--- config.mk ---
export PLATFORM = sky130hd
export DESIGN_NAME = hdb_divider
export DESIGN_NICKNAME = d
export VERILOG_FILES = /design/src/rtl/core/hdb_pkg.sv /design/src/rtl/core/hdb_divider.sv
export SDC_FILE = /design/constraint.sdc
export NUM_CORES = 2
export LEC_CHECK = 0
export BUFFER_PORTS_ARGS = -buffer_cell sky130_fd_sc_hd__buf_2
export CORE_MARGIN = 5
export CORE_UTILIZATION = 55
export DETAILED_ROUTE_END_ITERATION = 8
export PLACE_DENSITY = 0.85
export REMOVE_ABC_BUFFERS = 1
export SYNTH_ARGS = -nofsm -noshare
export SYNTH_HDL_FRONTEND = slang
export SYNTH_SLANG_ARGS = --single-unit
--- constraint.sdc ---
create_clock -name clock -period 27.5 [get_ports clock]
set_input_delay 2.75 -clock clock [delete_from_list [all_inputs] [get_ports clock]]
set_output_delay 2.75 -clock clock [all_outputs]
set_load 0.01 [all_outputs]
--- src/rtl/core/hdb_pkg.sv ---
// Shared constants for the hop deadline budget block.
package hdb_pkg;

   // default widths for internal time values and hop counts
   localparam int TIME_WIDTH_DEF = 48;
   localparam int HOP_WIDTH_DEF  = 8;

   // channel field widths
   localparam int PKT_BITS_W = 19;
   localparam int HOPS_W     = 8;
   localparam int UTIME_W    = 47;
   localparam int STIME_W    = 48;
   localparam int BIT_TIME_W = 32;

   // Ethernet framing: minimum payload and header in bits
   localparam int HEADER_BITS      = 208;
   localparam int PAYLOAD_MIN_BITS = 368;
   localparam int FRAME_BITS_W     = 20;

   // bit time is in 1/256 ps
   localparam int Q8_FRAC     = 8;
   localparam int WIRE_PROD_W = FRAME_BITS_W + BIT_TIME_W;
   localparam int WIRE_RAW_W  = WIRE_PROD_W - Q8_FRAC;

   // quotient bits resolved per divider stage
   localparam int DIV_STEP = 8;

   // bound lanes
   localparam int NUM_BOUNDS = 2;
   localparam int LANE_MIN   = 0;
   localparam int LANE_MAX   = 1;

endpackage

--- src/rtl/core/hdb_divider.sv ---
// Pipelined restoring divider for both bound lanes, sideband carried along.
module hdb_divider #(
   parameter int TIME_WIDTH = hdb_pkg::TIME_WIDTH_DEF,
   parameter int HOP_WIDTH  = hdb_pkg::HOP_WIDTH_DEF,
   parameter int SIDE_W     = 4 * (hdb_pkg::TIME_WIDTH_DEF - 1) + hdb_pkg::NUM_BOUNDS
) (
   input  logic                                            clock,
   input  logic                                            reset,
   input  logic                                            in_valid,
   output logic                                            in_ready,
   input  logic [hdb_pkg::NUM_BOUNDS-1:0][TIME_WIDTH-1:0]  in_dividend,
   input  logic [HOP_WIDTH-1:0]                            in_divisor,
   input  logic [SIDE_W-1:0]                               in_side,
   output logic                                            out_valid,
   input  logic                                            out_ready,
   output logic [hdb_pkg::NUM_BOUNDS-1:0][TIME_WIDTH-1:0]  out_quot,
   output logic [SIDE_W-1:0]                               out_side
);

   localparam int TW   = TIME_WIDTH;
   localparam int HW   = HOP_WIDTH;
   localparam int NB   = hdb_pkg::NUM_BOUNDS;
   localparam int STEP = hdb_pkg::DIV_STEP;
   localparam int DS   = (TW + STEP - 1) / STEP;
   localparam int QW   = DS * STEP;

   // word shifts dividend bits out at the top and quotient bits in at the bottom
   typedef struct packed {
      logic [NB-1:0][QW-1:0] word;
      logic [NB-1:0][HW-1:0] rem;
      logic [HW-1:0]         divisor;
      logic [SIDE_W-1:0]     side;
   } dstage_type;

   dstage_type    st_ff [DS];
   dstage_type    st_in [DS];
   logic [DS-1:0] v_ff, v_in;
   logic [DS:0]   rdy;

   always_comb begin
      rdy[DS] = out_ready;
      for (int k = DS - 1; k >= 0; k--) begin
         rdy[k] = !v_ff[k] || rdy[k+1];
      end
      v_in[0] = rdy[0] ? in_valid : v_ff[0];
      for (int k = 1; k < DS; k++) begin
         v_in[k] = rdy[k] ? v_ff[k-1] : v_ff[k];
      end
   end

   always_comb begin
      dstage_type    src;
      logic [HW:0]   trial;
      logic [HW:0]   diff;
      logic          qbit;
      for (int k = 0; k < DS; k++) begin
         if (k == 0) begin
            for (int l = 0; l < NB; l++) begin
               src.word[l] = QW'(in_dividend[l]);
               src.rem[l]  = '0;
            end
            src.divisor = in_divisor;
            src.side    = in_side;
         end else begin
            src = st_ff[k-1];
         end
         for (int l = 0; l < NB; l++) begin
            for (int j = 0; j < STEP; j++) begin
               trial = {src.rem[l], src.word[l][QW-1]};
               diff  = trial - {1'b0, src.divisor};
               if (trial >= {1'b0, src.divisor}) begin
                  src.rem[l] = diff[HW-1:0];
                  qbit       = 1'b1;
               end else begin
                  src.rem[l] = trial[HW-1:0];
                  qbit       = 1'b0;
               end
               src.word[l] = {src.word[l][QW-2:0], qbit};
            end
         end
         st_in[k] = src;
      end
   end

   always_ff @(posedge clock) begin
      if (reset) begin
         v_ff <= '0;
      end else begin
         v_ff <= v_in;
      end
   end

   always_ff @(posedge clock) begin
      for (int k = 0; k < DS; k++) begin
         if (rdy[k]) begin
            st_ff[k] <= st_in[k];
         end
      end
   end

   always_comb begin
      for (int l = 0; l < NB; l++) begin
         out_quot[l] = st_ff[DS-1].word[l][TW-1:0];
      end
   end

   assign in_ready  = rdy[0];
   assign out_valid = v_ff[DS-1];
   assign out_side  = st_ff[DS-1].side;

endmodule

==> run metrics <==
run status completed; Startpoint Class flip-flop; row count approximately 150; most numerous cell in the Yosys netlist edfxtp_1; synthesized area ~95,000 sq um; CTS resizes 0; Max Fclk about 45 MHz; crit path max fanout 21; Synth Warn # 0; Die X around 430 um; I/O pin count between 500 and 600; M1 wire length between 80,000 and 90,000 um; final wirelength between 200,000 and 250,000 um; total gr overflow 0; share of synthesized area occupied by flip-flops and latches between 50 and 60%; slowest stage cell, crit path o21ai_0; Via density just under 6; largest net degree at the start of global routing 131; die height around 430 um; Syn Inst Count between 7,000 and 8,000; Post-CTS Hold Buffers 0; number of DRC markers in iteration 0 roughly 5,000; Critical Path RT approximately 28 ns; WP data arrival around 23 ns; ratio of cells with drive above 1 in the final layout roughly 17%; Final Max Tran Viols 0; IO buf count between 500 and 600; RSZ-0062 raised after global routing no; met2 WL post-DR 122,000 um; post-layout min period ~22 ns; R2R depth 85; # fillers 12,600; drt drc 0; critical path type flip-flop to flip-flop; clock skew between 0.06 and 0.07 ns; Detailed Routing Iterations Pass 1 8; Layout area overhead 13.0%; hold path cells 0; Final setup viols 0; post-DP HPWL ~160,000 um; WL/cell ~23 um; total track usage a little over a quarter; Avg Inst Size Synth ~13 sq um; GP Congestion 0.943; Post-synth top cells edfxtp_1 (1,836), ha_1 (756), inv_1 (533); first-pass GRT wire length around 370,000 um; CP dominant cell by count o21ai_0; Worst Max-Slew Pin Slew 1.20 ns; number of synthesized flops with an enable pin 1,836; Worst-path clk slew about 0.070 ns; CTS root buffer clkbuf_16; CTS tree built; Yosys cell types between 100 and 150; area of the core 172,000 sq um; Synth top area share about 58%; post-synth top area cell edfxtp_1; crit end category flip-flop; Fin Setup TNS 0 ns; Longest Clk Path Bufs 3; number of global-route vias before repair between 60,000 and 70,000; Max H-tree Level 4; clock sink total roughly 1,800; Post-CTS Setup Inserts 0; clock latency at the later pin of the worst-skew pair 0.85 ns; ys flop type edfxtp_1; met3 WL post-DR approximately 13,000 um; Final Hold Fails 0; worst hold path class flip-flop to flip-flop; top cells by area, synth edfxtp_1 (58%), ha_1 (9.9%), mux2_2 (3.3%); Final nets 9,120; top layer in use met5; vias post-DR approximately 62,000; initial antenna violation count about 50; critical path's largest stage delay 0.64 ns; MaxCap Viol Count 0; die area around 180,000 sq um; Period Utilization, post-route around 80%; #FFs+latches synth ~1,800; Num CTS Buffers approximately 180; Starting Density between 50% and 60%; FFs w/ async S/R, synth 0%; Worst slew margin roughly a fifth; antenna-violating nets left 0
[registers in the layout, indices dropped and copies added (netlist names)]
name,count
st_ff,1836
v_ff,6
[layout make-up]
type | instances | area [sq um] | area share, %
multi-input cells | 4731 | 37600 | 34.9
flip-flops and latches | 1842 | 55300 | 51.3
diodes | 37 | 92.6 | 0.0860
well taps | 2310 | 2890 | 2.69
clock buffers | 218 | 4810 | 4.47
clock inverters | 125 | 1380 | 1.28
inverters | 554 | 2100 | 1.95
repair buffers | 662 | 3520 | 3.27
[worst max-delay path: cells and delay by family, from the launching register on]
kind / cells / cell delay (ns)
adder cells (fa/ha/maj): 8 / 2.54
AND/OR/NAND/NOR: 11 / 2.13
buffers and inverters: 8 / 1.06
flip-flops: 1 / 0.54
multiplexers: 2 / 0.85
AO/OA/AOI/OAI: 56 / 14.90
[through the flow]
| stage | instance area, sq um | setup slack (ns) | instances | util (%) | hold slack (ns) |
|---|---|---|---|---|---|
| floorplan | 94900 | 7.95 | 7127 | - | 0.400 |
| finish | 108000 | 5.20 | 10500 | 62.6 | 0.355 |
| global route | 108000 | 3.25 | 10500 | 62.6 | 0.360 |
| detailed placement | 101000 | 5.67 | 10100 | 58.9 | 0.405 |
| CTS | 108000 | 5.44 | 10400 | 62.5 | 0.363 |
| global placement | 101000 | 6.06 | 10100 | 58.9 | 0.400 |
[final timing paths]
path                           startpoint                 endpoint  slack, ns
setup / recovery  st_ff[1][193]$_DFFE_PP_  st_ff[2][199]$_DFFE_PP_       5.20
hold / removal    st_ff[1][293]$_DFFE_PP_  st_ff[2][301]$_DFFE_PP_       0.36
setup reg to reg  st_ff[1][193]$_DFFE_PP_  st_ff[2][199]$_DFFE_PP_       5.20
hold reg to reg   st_ff[1][293]$_DFFE_PP_  st_ff[2][301]$_DFFE_PP_       0.36
[layout by cell type (no fill, tap or decap), types with 26 or more instances in the layout]
cell	instances
a21boi_0	62
nand2_1	327
a21o_1	188
diode_2	37
ha_1	756
a21oi_1	386
nor3_1	60
nand2b_1	108
buf_2	585
clkbuf_16	184
edfxtp_1	1836
o211ai_1	50
a211oi_1	36
buf_4	76
o21bai_1	58
clkbuf_1	26
xnor2_1	255
and3_1	31
inv_1	531
mux2_2	280
o31ai_1	27
xor2_1	168
mux2i_1	184
fa_1	92
nor2_1	376
clkinv_1	33
nor2b_1	159
nand3_1	106
clkinv_2	34
o21a_1	96
o21ai_0	399
nand4_1	88
[routing by layer]
| layer | vias up | track usage [%] |
|---|---|---|
| met5 | - | 0 |
| met4 | 6 | 16.1 |
| met3 | 751 | 3.84 |
| met1 | 30100 | 30.6 |
| li1 | 28700 | - |
| met2 | 2448 | 45.7 |
[logic make-up (layout without fill, tap and decap cells)]
family	Yosys count	after routing	share of synthesized area [%]
flip-flops	1842	1842	58.0
AO/OA/AOI/OAI	1567	1567	10.8
AND/OR/NAND/NOR	1418	1418	7.47
adder cells (fa/ha/maj)	848	848	11.9
buffers and inverters	620	1559	2.53
multiplexers	475	475	5.44
XOR/XNOR	423	423	3.89
other	0	37	0
Power is left out: the tool's default activity adds up to more than one toggle a clock period on the data nets, which glitch-free logic cannot reach.
