File: src/rtl/core/hdb_pkg.sv
// Shared constants for the hop deadline budget block.
package hdb_pkg;

   // default widths for internal time values and hop counts
   localparam int TIME_WIDTH_DEF = 48;
   localparam int HOP_WIDTH_DEF  = 8;

   // channel field widths
   localparam int PKT_BITS_W = 19;
   localparam int HOPS_W     = 8;
   localparam int UTIME_W    = 47;
   localparam int STIME_W    = 48;
   localparam int BIT_TIME_W = 32;

   // Ethernet framing: minimum payload and header in bits
   localparam int HEADER_BITS      = 208;
   localparam int PAYLOAD_MIN_BITS = 368;
   localparam int FRAME_BITS_W     = 20;

   // bit time is in 1/256 ps
   localparam int Q8_FRAC     = 8;
   localparam int WIRE_PROD_W = FRAME_BITS_W + BIT_TIME_W;
   localparam int WIRE_RAW_W  = WIRE_PROD_W - Q8_FRAC;

   // quotient bits resolved per divider stage
   localparam int DIV_STEP = 8;

   // bound lanes
   localparam int NUM_BOUNDS = 2;
   localparam int LANE_MIN   = 0;
   localparam int LANE_MAX   = 1;

endpackage

File: src/rtl/core/hdb_rsp_if.sv
// Response channel: path delays, budgets and send times per beat.
interface hdb_rsp_if;
   logic                                valid;
   logic                                ready;
   logic [hdb_pkg::UTIME_W-1:0]         from_delay;
   logic [hdb_pkg::UTIME_W-1:0]         to_delay;
   logic [hdb_pkg::UTIME_W-1:0]         accum_delay_out;
   logic signed [hdb_pkg::STIME_W-1:0]  budget_min;
   logic signed [hdb_pkg::STIME_W-1:0]  budget_max;
   logic signed [hdb_pkg::STIME_W-1:0]  send_min;
   logic signed [hdb_pkg::STIME_W-1:0]  send_max;
   logic                                expired;

   modport source (
      output valid, from_delay, to_delay, accum_delay_out, budget_min, budget_max,
             send_min, send_max, expired,
      input  ready
   );

   modport sink (
      input  valid, from_delay, to_delay, accum_delay_out, budget_min, budget_max,
             send_min, send_max, expired,
      output ready
   );
endinterface

File: src/rtl/core/hdb_back.sv
// Back pipeline: signed budgets, send times, expiry and the output register.
module hdb_back #(
   parameter int TIME_WIDTH = hdb_pkg::TIME_WIDTH_DEF
) (
   input  logic                                            clock,
   input  logic                                            reset,
   input  logic                                            in_valid,
   output logic                                            in_ready,
   input  logic [hdb_pkg::NUM_BOUNDS-1:0][TIME_WIDTH-1:0]  in_quot,
   input  logic [4*(TIME_WIDTH-1)+hdb_pkg::NUM_BOUNDS-1:0] in_side,
   hdb_rsp_if.source                                       rsp_chan
);

   localparam int TW = TIME_WIDTH;
   localparam int UW = TW - 1;
   localparam int NB = hdb_pkg::NUM_BOUNDS;
   localparam int NS = 2;
   localparam int OU = hdb_pkg::UTIME_W;
   localparam int OS = hdb_pkg::STIME_W;

   typedef struct packed {
      logic [UW-1:0] fd;
      logic [UW-1:0] td;
      logic [UW-1:0] acc;
      logic [UW-1:0] rcv;
      logic [NB-1:0] neg;
   } side_type;

   typedef struct packed {
      logic [NB-1:0][TW-1:0] budget;
      logic [UW-1:0]         fd;
      logic [UW-1:0]         td;
      logic [UW-1:0]         acc;
      logic [UW-1:0]         rcv;
   } b1_type;

   typedef struct packed {
      logic [OU-1:0] from_delay;
      logic [OU-1:0] to_delay;
      logic [OU-1:0] accum_delay_out;
      logic [OS-1:0] budget_min;
      logic [OS-1:0] budget_max;
      logic [OS-1:0] send_min;
      logic [OS-1:0] send_max;
      logic          expired;
   } b2_type;

   // receive time plus budget, clipped at the largest time
   function automatic logic [TW-1:0] add_time(input logic [TW-1:0] bud,
                                              input logic [UW-1:0] rcv);
      logic [TW:0] s;
      s = {bud[TW-1], bud} + {2'b00, rcv};
      if (!s[TW] && s[TW-1]) begin
         return {1'b0, {UW{1'b1}}};
      end
      return s[TW-1:0];
   endfunction

   side_type    side;
   b1_type      b1_ff, b1_in;
   b2_type      b2_ff, b2_in;
   logic [NS-1:0] v_ff, v_in;
   logic [NS:0]   rdy;

   assign side = in_side;

   always_comb begin
      rdy[NS] = rsp_chan.ready;
      for (int k = NS - 1; k >= 0; k--) begin
         rdy[k] = !v_ff[k] || rdy[k+1];
      end
      v_in[0] = rdy[0] ? in_valid : v_ff[0];
      v_in[1] = rdy[1] ? v_ff[0] : v_ff[1];
   end

   // restore the sign of the rounded quotient
   always_comb begin
      for (int l = 0; l < NB; l++) begin
         b1_in.budget[l] = side.neg[l] ? (TW'(0) - in_quot[l]) : in_quot[l];
      end
      b1_in.fd  = side.fd;
      b1_in.td  = side.td;
      b1_in.acc = side.acc;
      b1_in.rcv = side.rcv;
   end

   // send before receive happens exactly when the max budget is negative
   always_comb begin
      logic [TW-1:0] smin;
      logic [TW-1:0] smax;
      smin = add_time(b1_ff.budget[hdb_pkg::LANE_MIN], b1_ff.rcv);
      smax = add_time(b1_ff.budget[hdb_pkg::LANE_MAX], b1_ff.rcv);
      b2_in.from_delay      = OU'(b1_ff.fd);
      b2_in.to_delay        = OU'(b1_ff.td);
      b2_in.accum_delay_out = OU'(b1_ff.acc);
      b2_in.budget_min      = OS'($signed(b1_ff.budget[hdb_pkg::LANE_MIN]));
      b2_in.budget_max      = OS'($signed(b1_ff.budget[hdb_pkg::LANE_MAX]));
      b2_in.send_min        = OS'($signed(smin));
      b2_in.send_max        = OS'($signed(smax));
      b2_in.expired         = b1_ff.budget[hdb_pkg::LANE_MAX][TW-1];
   end

   always_ff @(posedge clock) begin
      if (reset) begin
         v_ff <= '0;
      end else begin
         v_ff <= v_in;
      end
   end

   always_ff @(posedge clock) begin
      if (rdy[0]) begin
         b1_ff <= b1_in;
      end
      if (rdy[1]) begin
         b2_ff <= b2_in;
      end
   end

   assign in_ready                 = rdy[0];
   assign rsp_chan.valid           = v_ff[NS-1];
   assign rsp_chan.from_delay      = b2_ff.from_delay;
   assign rsp_chan.to_delay        = b2_ff.to_delay;
   assign rsp_chan.accum_delay_out = b2_ff.accum_delay_out;
   assign rsp_chan.budget_min      = b2_ff.budget_min;
   assign rsp_chan.budget_max      = b2_ff.budget_max;
   assign rsp_chan.send_min        = b2_ff.send_min;
   assign rsp_chan.send_max        = b2_ff.send_max;
   assign rsp_chan.expired         = b2_ff.expired;

endmodule
File: src/flat_wrapper.sv
// flat-port wrapper written by rule: the top's interface ports become plain ports
module hdb_back_flat 
#(
   parameter int TIME_WIDTH = hdb_pkg::TIME_WIDTH_DEF
)
  (clock, reset, in_valid, in_ready, in_quot, in_side, rsp_chan_valid, rsp_chan_from_delay, rsp_chan_to_delay, rsp_chan_accum_delay_out, rsp_chan_budget_min, rsp_chan_budget_max, rsp_chan_send_min, rsp_chan_send_max, rsp_chan_expired, rsp_chan_ready);
  hdb_rsp_if rsp_chan_i ();
  input  logic clock;
  input  logic reset;
  input  logic in_valid;
  output logic in_ready;
  input  logic [hdb_pkg::NUM_BOUNDS-1:0][TIME_WIDTH-1:0] in_quot;
  input  logic [4*(TIME_WIDTH-1)+hdb_pkg::NUM_BOUNDS-1:0] in_side;
  output wire logic [$bits(rsp_chan_i.valid)-1:0] rsp_chan_valid;
  output wire logic [$bits(rsp_chan_i.from_delay)-1:0] rsp_chan_from_delay;
  output wire logic [$bits(rsp_chan_i.to_delay)-1:0] rsp_chan_to_delay;
  output wire logic [$bits(rsp_chan_i.accum_delay_out)-1:0] rsp_chan_accum_delay_out;
  output wire logic [$bits(rsp_chan_i.budget_min)-1:0] rsp_chan_budget_min;
  output wire logic [$bits(rsp_chan_i.budget_max)-1:0] rsp_chan_budget_max;
  output wire logic [$bits(rsp_chan_i.send_min)-1:0] rsp_chan_send_min;
  output wire logic [$bits(rsp_chan_i.send_max)-1:0] rsp_chan_send_max;
  output wire logic [$bits(rsp_chan_i.expired)-1:0] rsp_chan_expired;
  input wire logic [$bits(rsp_chan_i.ready)-1:0] rsp_chan_ready;
  assign rsp_chan_valid = rsp_chan_i.valid;
  assign rsp_chan_from_delay = rsp_chan_i.from_delay;
  assign rsp_chan_to_delay = rsp_chan_i.to_delay;
  assign rsp_chan_accum_delay_out = rsp_chan_i.accum_delay_out;
  assign rsp_chan_budget_min = rsp_chan_i.budget_min;
  assign rsp_chan_budget_max = rsp_chan_i.budget_max;
  assign rsp_chan_send_min = rsp_chan_i.send_min;
  assign rsp_chan_send_max = rsp_chan_i.send_max;
  assign rsp_chan_expired = rsp_chan_i.expired;
  assign rsp_chan_i.ready = rsp_chan_ready;
  hdb_back #(.TIME_WIDTH(TIME_WIDTH)) u_core (.clock(clock), .reset(reset), .in_valid(in_valid), .in_ready(in_ready), .in_quot(in_quot), .in_side(in_side), .rsp_chan(rsp_chan_i));
endmodule
File: config.mk
export PLATFORM = sky130hd
export DESIGN_NAME = hdb_back_flat
export DESIGN_NICKNAME = d
export VERILOG_FILES = /design/src/rtl/core/hdb_pkg.sv /design/src/rtl/core/hdb_rsp_if.sv /design/src/rtl/core/hdb_back.sv /design/src/flat_wrapper.sv
export SDC_FILE = /design/constraint.sdc
export NUM_CORES = 1
export LEC_CHECK = 0
export BUFFER_PORTS_ARGS = -buffer_cell sky130_fd_sc_hd__buf_2
export CAP_MARGIN = 20
export CELL_PAD_IN_SITES_DETAIL_PLACEMENT = 1
export CELL_PAD_IN_SITES_GLOBAL_PLACEMENT = 2
export CORE_UTILIZATION = 37
export DETAILED_ROUTE_END_ITERATION = 7
export GPL_TIMING_DRIVEN = 0
export PLACE_DENSITY = 0.88
export SETUP_SLACK_MARGIN = 0.05
export SLEW_MARGIN = 10
export SYNTH_ARGS = -nofsm -noshare
export SYNTH_HDL_FRONTEND = slang
export SYNTH_SLANG_ARGS = --single-unit
File: constraint.sdc
create_clock -name clock -period 11.2 [get_ports clock]
set_input_delay 2.24 -clock clock [delete_from_list [all_inputs] [get_ports clock]]
set_output_delay 2.24 -clock clock [all_outputs]
set_load 0.01 [all_outputs]
==> Implementation_results.wiki <==
{| class="wikitable"
! Metric !! Value
|-
| Result of the run || complete, no violations
|-
| Most frequent cell after synthesis || sky130_fd_sc_hd__edfxtp_1
|-
| Max Cap Violations || 0
|-
| Fillers || 7338
|-
| Count of pins on the block boundary || approximately 630
|-
| Detailed-placement wirelength estimate || approximately 66000 um
|-
| Clock tree from TritonCTS || built
|-
| Wire length of the first global-routing pass || 119800 um
|-
| Number of failing setup endpoints in the final timing report || 0
|-
| CTS root buffer || sky130_fd_sc_hd__clkbuf_16
|-
| Pre-Repair DR Iteration Count || 5
|-
| Maximum root-to-sink buffer count || 3
|-
| Total of warnings raised by yosys || 0
|-
| Most frequent cell on the critical path || sky130_fd_sc_hd__buf_2
|-
| Fraction of final layout cells with drive strength greater than 1 || 0.2921
|-
| Critical Path RT || 8.96 ns
|-
| Share of the yosys chip area belonging to registers || 0.7068
|-
| Post-synth EDFFs || between 600 and 700
|-
| Most used flip-flop cell after synthesis || sky130_fd_sc_hd__edfxtp_1
|-
| Top cells by count, synth || 617 x sky130_fd_sc_hd__edfxtp_1, 185 x sky130_fd_sc_hd__nand2_1, 128 x sky130_fd_sc_hd__xnor2_1
|-
| Detailed-route wire length per cell || 23.89 um
|-
| Number of placement rows || 97
|-
| Total number of nets in the final design || just under 3000
|-
| Final Hold Slack || about 0.4 ns
|-
| Hold-fix buffers, CTS || 0
|-
| Count of final hold-check violations || 0
|-
| Proportion of netlist area held by the largest area contributor || 0.7052
|-
| Hold/Removal Path Class || reg2reg
|-
| Number of nets with antenna violations after detailed routing || 0
|-
| Final Skew || between 0.02 and 0.025 ns
|-
| Number of antenna violations at the first check in global routing || 29
|-
| Final core utilization || 0.4704
|-
| Async SR Flop Fraction || 0
|-
| P per Cell Area || slightly below 200 nW/um^2
|-
| Final cell count without fillers || 3520
|-
| Number of storage elements in the synthesis netlist || around 620
|-
| Arr. time, crit path || around 4.1 ns
|-
| Worst-path cell chain || buf_2, nor2b_1, nand2_4, buf_16, buf_2
|-
| Synthesized instance count || about 1800
|-
| Pin count of the biggest net entering global routing || 123
|-
| Synth top area cells || sky130_fd_sc_hd__edfxtp_1 71%, sky130_fd_sc_hd__ha_1 4.6%, sky130_fd_sc_hd__xnor2_1 4.3%
|-
| Achievable Freq || ~0.16 GHz
|-
| Worst VDD drop || 112.1 uV
|-
| Pins over their slew limit || 0
|-
| Number of distinct standard cells referenced by the synthesized netlist || 66
|-
| Relative slew slack || 0.4155
|-
| Register clock-pin slew on the reported worst setup and hold paths || 0.06 ns
|-
| Number of gates resized after cts || 0
|-
| Synthesized area || ~26000 sq um
|-
| Slew at the pin closest to its max-slew limit || 0.8768 ns
|-
| CP startpoint kind || primary input
|-
| Number of levels the H-tree was split into || 3
|-
| Total nets after synthesis || between 2000 and 2500
|-
| Total cell area at the placement stage || around 31000 sq um
|-
| Number of buffer and inverter instances along the worst setup path || 3
|-
| Number of global-route vias before repair || around 19000
|-
| Number of buffers created by CTS || 69
|-
| Cell family with the largest share of critical-path delay || simple AND/OR/NAND/NOR gates
|-
| Minimum clock period after layout || roughly 6.4 ns
|-
| Leakage power || 13.21 nW
|-
| Vias/cell || a little over 5
|-
| Total number of vias || 18110
|-
| Largest area contributor in the synthesized netlist || sky130_fd_sc_hd__edfxtp_1
|-
| CP Capture Type || output port
|-
| GRT Residual Overflow || 0
|-
| Later-pin clock latency in the skew report || a little over 0.6 ns
|-
| Global routing usage summed across all routing layers || 0.2258
|-
| WS Path Type || in2out
|-
| Total number of clock tree sinks || approximately 620
|-
| Post CTS Setup Buffer Count || 0
|-
| Number of I/O port buffers || approximately 620
|-
| Area of the die || ~72000 sq um
|-
| Final Cycle Share || 0.5689
|-
| Worst path max stage delay || between 0.5 and 0.6 ns
|-
| Final routed DRC violation total || 0
|-
| Die extent in y || ~270 um
|-
| Die extent in x || 268.5 um
|-
| Cell count after placement || 3382
|-
| Total wirelength of the detailed-routed design || around 84000 um
|-
| Setup repair after global routing missed its margin || false
|-
| Slowest-stage cell, CP || sky130_fd_sc_hd__nor2b_1
|-
| P&R area growth vs syn || 25.60%
|-
| Crit path max fanout || 65
|-
| Effective utilization at floorplan || 0.3745
|-
| Core area || 70150 sq um
|-
| Number of design-rule violations left by the first detailed-router iteration || between 1000 and 1500
|-
| Last weighted congestion value of the routability-driven placer || 0.8868
|-
| Design area || roughly 33000 sq um
|-
| Synth Area per Inst || between 10 and 15 sq um
|}
==> kinds of logic after synthesis <==
logic type               after synthesis  synth area share
flip-flops                           619            0.7068
multiplexers                           1         0.0004286
AND/OR/NAND/NOR                      428           0.07811
XOR/XNOR                             170           0.05667
adder cells (fa/ha/maj)               98           0.04724
AO/OA/AOI/OAI                        416           0.09911
buffers and inverters                 80           0.01167
==> flip-flops by register name (all words and copies together) (netlist names) <==
name / cells
u_core.rsp_chan.budget_max: 48
u_core.rsp_chan.to_delay: 47
u_core.rsp_chan.budget_min: 48
u_core.rsp_chan.accum_delay_out: 47
u_core.rsp_chan.from_delay: 47
u_core.rsp_chan.send_max: 48
u_core.b1_ff: 284
u_core.v_ff: 2
u_core.rsp_chan.send_min: 48
==> metal layers <==
layer  share of wire  vias to the layer above  wire length (um)  global-route usage
met3           0.075                      190              6326             0.06046
met4           0.040                       24              3397              0.1101
li1                -                     8345                 -                   -
met1            0.38                     8914             31820              0.2530
met2            0.50                      633             42400              0.3967
met5          0.0017                        -               142                   0
==> worst reg2reg max path, cell delays in order, from the launching register on <==
cell                        delay (ns)
sky130_fd_sc_hd__edfxtp_1         0.47
sky130_fd_sc_hd__ha_1             0.30
sky130_fd_sc_hd__fa_1             0.42
sky130_fd_sc_hd__a21oi_1          0.20
sky130_fd_sc_hd__o22ai_1          0.17
sky130_fd_sc_hd__o211ai_1         0.41
sky130_fd_sc_hd__a2111oi_0        0.20
sky130_fd_sc_hd__a311oi_1         0.74
sky130_fd_sc_hd__o31a_1           0.28
sky130_fd_sc_hd__o31ai_1          0.21
sky130_fd_sc_hd__a31oi_1          0.73
sky130_fd_sc_hd__clkbuf_1         0.61
sky130_fd_sc_hd__clkbuf_1         0.49
sky130_fd_sc_hd__nand2_1          0.13
==> per-stage QoR <==
step | setup slack [ns] | power (mW) | setup TNS, ns
floorplan | 0.6537 | 3.652 | 0
global placement | -3.107 | 4.172 | -669.38
detailed placement | 4.865 | 4.193 | 0
CTS | 4.842 | 6.427 | 0
global route | 4.708 | 6.621 | 0
finish | 4.828 | 6.356 | 0
==> area by class of cell <==
cell class	count	area, sq um	share of cell area
sequential	619	18570	0.5627
multi-input combinational	1113	7405	0.2244
timing repair buffer	630	3288	0.09965
clock buffer	80	1768	0.05358
tap	940	1176	0.03564
clock inverter	42	439.2	0.01331
buffer	58	224.0	0.006787
inverter	22	90.09	0.002730
antenna	16	40.04	0.001213
==> power by group <==
part / internal, mW / switching, mW
Sequential: 2.88 / 0.122
Combinational: 0.427 / 0.716
Clock: 1.25 / 0.960
Total: 4.56 / 1.80
==> cell usage in the layout, fill, tap and decap left out, types with 13 or more instances in the layout <==
master and instances:
sky130_fd_sc_hd__a21o_1 45, sky130_fd_sc_hd__a21oi_1 122, sky130_fd_sc_hd__buf_2 626, sky130_fd_sc_hd__clkbuf_1 65, sky130_fd_sc_hd__clkbuf_16 69, sky130_fd_sc_hd__diode_2 16
sky130_fd_sc_hd__edfxtp_1 617, sky130_fd_sc_hd__ha_1 96, sky130_fd_sc_hd__inv_1 21, sky130_fd_sc_hd__nand2_1 184, sky130_fd_sc_hd__nand2b_1 21, sky130_fd_sc_hd__nand3_1 27
sky130_fd_sc_hd__nand4_1 24, sky130_fd_sc_hd__nor2_1 65, sky130_fd_sc_hd__nor2b_1 13, sky130_fd_sc_hd__nor3_1 16, sky130_fd_sc_hd__o21ai_0 111, sky130_fd_sc_hd__o21bai_1 17
sky130_fd_sc_hd__o31ai_1 26, sky130_fd_sc_hd__or3_1 23, sky130_fd_sc_hd__xnor2_1 128, sky130_fd_sc_hd__xor2_1 42
==> path summary, 6_finish.rpt <==
path	startpoint	end	slack, ns	cells past startpoint
worst min register to register	u_core.b1_ff[178]	u_core.rsp_chan.from_delay[37]	0.41	0
worst max-delay path	rsp_chan_ready	in_ready	4.83	5
worst max register to register	u_core.b1_ff[0]	u_core.rsp_chan.send_max[30]	5.58	13
worst min-delay path	u_core.b1_ff[178]	u_core.rsp_chan.from_delay[37]	0.41	0
(Power assumes the default switching activity.)
